### src/hdl/agc_pkg.sv
// Package for the anagram group classifier.
// Holds item structs, the letter histogram type, the query record and count limits.
// No dependencies.
`default_nettype none

package agc_pkg;

    localparam int ALPHABET        = 26;
    localparam int LETTER_W        = 5;
    localparam int CNT_W           = 4;
    localparam logic [CNT_W-1:0] COUNT_MAX = '1;
    localparam int GROUP_IDX_W     = 8;
    localparam int MAX_GROUPS_DEF   = 16;
    localparam int MAX_WORD_LEN_DEF = 15;

    typedef logic [ALPHABET-1:0][CNT_W-1:0] hist_t;

    typedef struct packed {
        logic [LETTER_W-1:0] letter;
        logic                word_end;
    } in_item_t;

    typedef struct packed {
        logic [3:0] group_index;
        logic       new_group;
        logic [3:0] member_position;
        logic       table_full;
    } out_item_t;

    typedef struct packed {
        logic                   valid;
        logic                   done;
        logic                   new_grp;
        logic [GROUP_IDX_W-1:0] idx;
        logic [CNT_W-1:0]       pos;
        hist_t                  hist;
    } query_t;

endpackage

`default_nettype wire

### src/hdl/anagram_group_classifier.sv
// Top level of the anagram group classifier: histogram, chain of group cells, result register.
// Depends on agc_pkg, agc_hist and agc_cell.
//
//  channel | ports               | payload     | direction
//  s_      | s_valid s_ready     | in_item_t   | letters in
//  m_      | m_valid m_ready     | out_item_t  | one result per finished word
//
// Letters and words stream back to back unless a stalled result holds the input.
// A finished word walks the chain one cell per cycle unless the result stalls, passing
// through every cell's query register and then the result register before it appears.
// Reset clears the histogram, all cell used flags and the pipeline.
// A stalled result holds the whole chain and the input until it is taken.
`default_nettype none

module anagram_group_classifier #(
    parameter int MAX_GROUPS   = agc_pkg::MAX_GROUPS_DEF,
    parameter int MAX_WORD_LEN = agc_pkg::MAX_WORD_LEN_DEF
) (
    input  wire logic                aclk,
    input  wire logic                aresetn,
    input  wire logic                s_valid,
    output logic                     s_ready,
    input  wire agc_pkg::in_item_t   s_data,
    output logic                     m_valid,
    input  wire logic                m_ready,
    output agc_pkg::out_item_t       m_data
);

    logic                 advance;
    logic                 take;
    agc_pkg::hist_t       hist_now;
    agc_pkg::query_t      chain [MAX_GROUPS+1];
    logic                 m_valid_reg;
    agc_pkg::out_item_t   m_data_reg;

    assign advance = !m_valid_reg || m_ready;
    assign s_ready = advance;
    assign take    = s_valid && advance;

    agc_hist #(
        .MAX_WORD_LEN(MAX_WORD_LEN)
    ) u_hist (
        .aclk     (aclk),
        .aresetn  (aresetn),
        .take     (take),
        .letter   (s_data.letter),
        .word_end (s_data.word_end),
        .hist_now (hist_now)
    );

    always_comb begin
        chain[0]         = '0;
        chain[0].valid   = take && s_data.word_end;
        chain[0].hist    = hist_now;
    end

    for (genvar g = 0; g < MAX_GROUPS; g++) begin : g_cell
        agc_cell #(
            .CELL_INDEX(g)
        ) u_cell (
            .aclk    (aclk),
            .aresetn (aresetn),
            .advance (advance),
            .q_in    (chain[g]),
            .q_out   (chain[g+1])
        );
    end

    always_ff @(posedge aclk) begin
        if (!aresetn) begin
            m_valid_reg <= 1'b0;
        end else if (advance) begin
            m_valid_reg <= chain[MAX_GROUPS].valid;
        end
    end

    always_ff @(posedge aclk) begin
        if (advance) begin
            if (chain[MAX_GROUPS].done) begin
                m_data_reg.group_index     <= chain[MAX_GROUPS].idx[3:0];
                m_data_reg.new_group       <= chain[MAX_GROUPS].new_grp;
                m_data_reg.member_position <= chain[MAX_GROUPS].pos;
                m_data_reg.table_full      <= 1'b0;
            end else begin
                m_data_reg.group_index     <= '0;
                m_data_reg.new_group       <= 1'b0;
                m_data_reg.member_position <= '0;
                m_data_reg.table_full      <= 1'b1;
            end
        end
    end

    assign m_valid = m_valid_reg;
    assign m_data  = m_data_reg;

endmodule

`default_nettype wire

### src/hdl/agc_hist.sv
// Letter histogram accumulator for the anagram group classifier.
// Counts letters of the current word and presents the histogram including the item
// being taken. Depends on agc_pkg.
`default_nettype none

module agc_hist #(
    parameter int MAX_WORD_LEN = agc_pkg::MAX_WORD_LEN_DEF
) (
    input  wire logic                          aclk,
    input  wire logic                          aresetn,
    input  wire logic                          take,
    input  wire logic [agc_pkg::LETTER_W-1:0]  letter,
    input  wire logic                          word_end,
    output agc_pkg::hist_t                     hist_now
);

    localparam int LEN_W = $clog2(MAX_WORD_LEN + 1);

    agc_pkg::hist_t   counts_reg;
    logic [LEN_W-1:0] len_reg, len_next;
    logic             counted;

    always_comb begin
        hist_now = counts_reg;
        counted  = (letter < agc_pkg::LETTER_W'(agc_pkg::ALPHABET))
                   && (len_reg < LEN_W'(MAX_WORD_LEN));
        len_next = len_reg;
        if (counted) begin
            len_next = len_reg + LEN_W'(1);
            for (int i = 0; i < agc_pkg::ALPHABET; i++) begin
                if (letter == agc_pkg::LETTER_W'(i)
                        && counts_reg[i] != agc_pkg::COUNT_MAX) begin
                    hist_now[i] = counts_reg[i] + agc_pkg::CNT_W'(1);
                end
            end
        end
    end

    always_ff @(posedge aclk) begin
        if (!aresetn) begin
            counts_reg <= '0;
            len_reg    <= '0;
        end else if (take) begin
            if (word_end) begin
                counts_reg <= '0;
                len_reg    <= '0;
            end else begin
                counts_reg <= hist_now;
                len_reg    <= len_next;
            end
        end
    end

endmodule

`default_nettype wire

### src/hdl/agc_cell.sv
// One group cell of the classifier chain: signature, member count and a query stage.
// Matches or opens its group for a passing query, then hands the query on.
// Depends on agc_pkg.
`default_nettype none

module agc_cell #(
    parameter int CELL_INDEX = 0
) (
    input  wire logic           aclk,
    input  wire logic           aresetn,
    input  wire logic           advance,
    input  wire agc_pkg::query_t q_in,
    output agc_pkg::query_t     q_out
);

    agc_pkg::hist_t               sig_reg;
    logic [agc_pkg::CNT_W-1:0]    size_reg, size_next;
    logic                         used_reg, used_next;
    logic                         store;
    agc_pkg::query_t              q_reg, q_next;

    always_comb begin
        q_next    = q_in;
        size_next = size_reg;
        used_next = used_reg;
        store     = 1'b0;
        if (q_in.valid && !q_in.done) begin
            if (used_reg) begin
                if (sig_reg == q_in.hist) begin
                    q_next.done = 1'b1;
                    q_next.idx  = agc_pkg::GROUP_IDX_W'(CELL_INDEX);
                    q_next.pos  = size_reg;
                    if (size_reg != agc_pkg::COUNT_MAX) begin
                        size_next = size_reg + agc_pkg::CNT_W'(1);
                    end
                end
            end else begin
                store          = 1'b1;
                used_next      = 1'b1;
                size_next      = agc_pkg::CNT_W'(1);
                q_next.done    = 1'b1;
                q_next.new_grp = 1'b1;
                q_next.idx     = agc_pkg::GROUP_IDX_W'(CELL_INDEX);
                q_next.pos     = '0;
            end
        end
    end

    always_ff @(posedge aclk) begin
        if (!aresetn) begin
            used_reg    <= 1'b0;
            q_reg.valid <= 1'b0;
        end else if (advance) begin
            used_reg <= used_next;
            q_reg    <= q_next;
        end
    end

    always_ff @(posedge aclk) begin
        if (advance) begin
            size_reg <= size_next;
            if (store) begin
                sig_reg <= q_in.hist;
            end
        end
    end

    assign q_out = q_reg;

endmodule

`default_nettype wire

### config.mk
export PLATFORM = sky130hd
export DESIGN_NAME = anagram_group_classifier
export DESIGN_NICKNAME = d
export VERILOG_FILES = /design/src/hdl/agc_pkg.sv /design/src/hdl/anagram_group_classifier.sv /design/src/hdl/agc_hist.sv /design/src/hdl/agc_cell.sv
export SDC_FILE = /design/constraint.sdc
export NUM_CORES = 2
export LEC_CHECK = 0
export BUFFER_PORTS_ARGS = -buffer_cell sky130_fd_sc_hd__buf_2
export CAP_MARGIN = 20
export CORE_AREA = 2 2 478 480
export DETAILED_ROUTE_END_ITERATION = 10
export DIE_AREA = 0 0 480 482
export GPL_TIMING_DRIVEN = 0
export PLACE_DENSITY = 0.74
export SYNTH_ARGS = -nofsm -noshare
export SYNTH_HDL_FRONTEND = slang
export SYNTH_SLANG_ARGS = --single-unit
### constraint.sdc
create_clock -name aclk -period 50.3 [get_ports aclk]
set_input_delay 5.03 -clock aclk [delete_from_list [all_inputs] [get_ports aclk]]
set_output_delay 5.03 -clock aclk [all_outputs]
set_load 0.01 [all_outputs]
==> results.sh <==
export IMPL_yosysTopAreaCell="edfxtp_1"
export IMPL_synthTopCellsByArea="edfxtp_1 76%, xor2_1 5.8%, xnor2_1 5.2%"
export IMPL_min_period_ps=11730
export IMPL_rrSetupSlack_ps=44820
export IMPL_synthToLayoutAreaGrowth_pct=12.7
export IMPL_tightest_slew_ps=1270
export IMPL_finalHoldViolations=0
export IMPL_post_route_util_pct=67.3
export IMPL_die_area_um2=231000
export IMPL_gp_congestion=0.936
export IMPL_largest_reg_flops=1721
export IMPL_cap_violations=0
export IMPL_clkPwrFrac_pct=41.3
export IMPL_p_leak_nw=50.1
export IMPL_finalSetupViolCount=0
export IMPL_ys_seq_area_share_pct=78.6
export IMPL_slew_headroom_pct=15.6
export IMPL_yosys_warnings=0
export IMPL_fp_dieH_um=482
export IMPL_skew_ps=86.3
export IMPL_dr_pass1_iters=9
export IMPL_cts_hold_buf=0
export IMPL_nets=8228
export IMPL_synth_area_um2=135000
export IMPL_cts_setup_buffers=0
export IMPL_placed_cell_area_um2=141000
export IMPL_p_int_mw=4.88
export IMPL_root_buffer="clkbuf_16"
export IMPL_drtAntennaViolNets=0
export IMPL_finalNonFillerCells=11500
export IMPL_drv_slew=0
export IMPL_cp_required_ps=45270
export IMPL_synth_nets=7737
export IMPL_grt_start_max_net_pins=73
export IMPL_hold_end="g_cell[14].u_cell.q_out[109]"
export IMPL_drive_above_1_share_pct=8.35
export IMPL_path_clk_slew_ps=70
export IMPL_power_density_nw_per_um2=40.6
export IMPL_antenna_found_initial=14
export IMPL_fill_cells=14300
export IMPL_seqPwrFrac_pct=56.2
export IMPL_async_flop_share_pct=0
export IMPL_critical_path_arrival_ps=6700
export IMPL_grt_pass1_wl_mm=471
export IMPL_grt_use_total_pct=28.6
export IMPL_crit_type="input port to output pin"
export IMPL_pin_count=22
export IMPL_via_per_inst=5.94
export IMPL_rsz0062_at_grt="false"
export IMPL_reg2reg_from="u_hist.len_reg[1]"
export IMPL_hold_class="flip-flop to flip-flop"
export IMPL_end_kind="output pin"
export IMPL_clk_latency_ps=970
export IMPL_design_area_um2=152000
export IMPL_netlist_area_leader_share_pct=76.5
export IMPL_ir_drop_uv=38.1
export IMPL_r2r_end="g_cell[0].u_cell.size_reg[0]"
export IMPL_io_buffers=17
export IMPL_grt_pass1_vias=67000
export IMPL_synth_edff_count=3443
export IMPL_hold_depth=1
export IMPL_synth_cells=7684
export IMPL_num_rows=175
export IMPL_vias=68200
export IMPL_fmax_mhz=85.2
export IMPL_cts_buffers=362
export IMPL_cp_max_fo=16
export IMPL_rr_worst_depth=12
export IMPL_ys_ff_latch=3584
export IMPL_min_from="g_cell[13].u_cell.q_out[109]"
export IMPL_grt_overflow=0
export IMPL_drcViolationCount=0
export IMPL_syn_area_per_cell_um2=17.6
export IMPL_core_area_um2=226000
export IMPL_dp_cells=10800
export IMPL_wl_per_cell_um=28.8
export IMPL_ys_flop_type="edfxtp_1"
export IMPL_dr_first_iter_drc_count=7830
export IMPL_dp_hpwl_mm=241
export IMPL_cts_num_sinks=3584
export IMPL_synth_distinct_cells=92
export IMPL_p_switching_mw=1.30
export IMPL_cts_tree="built"
export IMPL_die_w_um=480
export IMPL_start_util_pct=59.7
export IMPL_tns_ps=0
export IMPL_power_frac_comb_pct=2.5
export IMPL_fin_crit_sh_pct=23.3
export IMPL_clockBufferDepth=4
export IMPL_crit_path_start_kind="input port"
export IMPL_cts_htree_levels=5
export IMPL_status="complete, no violations"
export IMPL_routed_wl_mm=330
export IMPL_whs_ps=432
export IMPL_cts_resized_gates=0
export IMPL_swShare_pct=21.1
## area by class of cell
class / instances / area [µm²] / area share, %
flip-flops and latches: 3584 / 106000 / 69.7
clock inverters: 185 / 1480 / 0.972
clock buffers: 450 / 9560 / 6.27
plain buffers: 144 / 653 / 0.429
multi-input cells: 3777 / 27800 / 18.3
repair buffers: 127 / 2170 / 1.43
well taps: 3009 / 3760 / 2.47
inverters: 179 / 672 / 0.441
diodes: 10 / 25.0 / 0.0164
## Yosys cell counts (all sizes together), types with 58 or more instances
| cell type | n |
|---|---|
| a21boi | 63 |
| a21oi | 83 |
| and2 | 62 |
| clkbuf | 112 |
| dfxtp | 141 |
| edfxtp | 3443 |
| inv | 178 |
| nand2 | 218 |
| nand2b | 58 |
| nand3 | 165 |
| nand4 | 274 |
| nor2 | 113 |
| nor2b | 100 |
| nor4 | 288 |
| o21ai | 232 |
| xnor2 | 807 |
| xor2 | 891 |
## how the worst max path moves through the flow
stage,start,cells after the start,to
final,m_ready,6,s_ready
after global routing,m_ready,6,s_ready
after CTS,m_ready,6,s_ready
after detailed placement,m_ready,6,s_ready
after global placement,aresetn,3,g_cell[4].u_cell.q_out[45]
after floorplan,m_ready,4,g_cell[0].u_cell.q_out[0]
## worst max-delay path, stage by stage
cell and delay [ps]:
buf_2 100, nor2b_1 420, clkinv_1 460, clkbuf_1 310, buf_8 210, buf_2 150
## layout by cell type (no fill, tap or decap), types with 63 or more instances in the layout
master / n
clkbuf_1: 188
edfxtp_1: 3443
nor2b_1: 100
nor4_1: 273
nor2_1: 97
clkbuf_16: 367
xor2_1: 891
inv_1: 178
nand4_1: 267
a21oi_1: 83
xnor2_1: 807
a21boi_0: 63
nand2_1: 218
dfxtp_1: 141
o21ai_0: 231
clkinv_1: 80
nand3_1: 165
## per-stage QoR
stage	setup WS, ps	total power [mW]
after CTS	38520	6.20
after global placement	-13430	3.83
after global routing	38480	6.33
after detailed placement	38530	3.69
after floorplan	4010	3.68
final	38570	6.18
## per-layer routing
metal	routed length, µm	GRT usage, %	up-vias
met3	20300	3.91	577
met5	0	0	-
met4	13600	10.8	0
li1	-	-	30100
met2	165000	48.0	2730
met1	131000	38.5	34800
## power by group through the flow
stage / Combinational (mW) / Clock [mW] / Sequential [mW]
3_5_place_dp: 0.152 / 0 / 3.54
4_1_cts: 0.154 / 2.57 / 3.47
2_1_floorplan: 0.0970 / 0 / 3.59
3_3_place_gp: 0.139 / 0 / 3.69
6_report: 0.156 / 2.55 / 3.47
5_1_grt: 0.166 / 2.68 / 3.48
## kinds of logic after synthesis
| logic type | after synthesis | synth area share (%) |
|---|---|---|
| AO/OA/AOI/OAI | 563 | 2.64 |
| XOR/XNOR | 1700 | 11.0 |
| adder cells (fa/ha/maj) | 43 | 0.398 |
| buffers and inverters | 323 | 0.980 |
| flip-flops | 3584 | 78.6 |
| multiplexers | 30 | 0.233 |
| AND/OR/NAND/NOR | 1441 | 6.13 |
No activity file was read; power rests on OpenSTA's default activity.
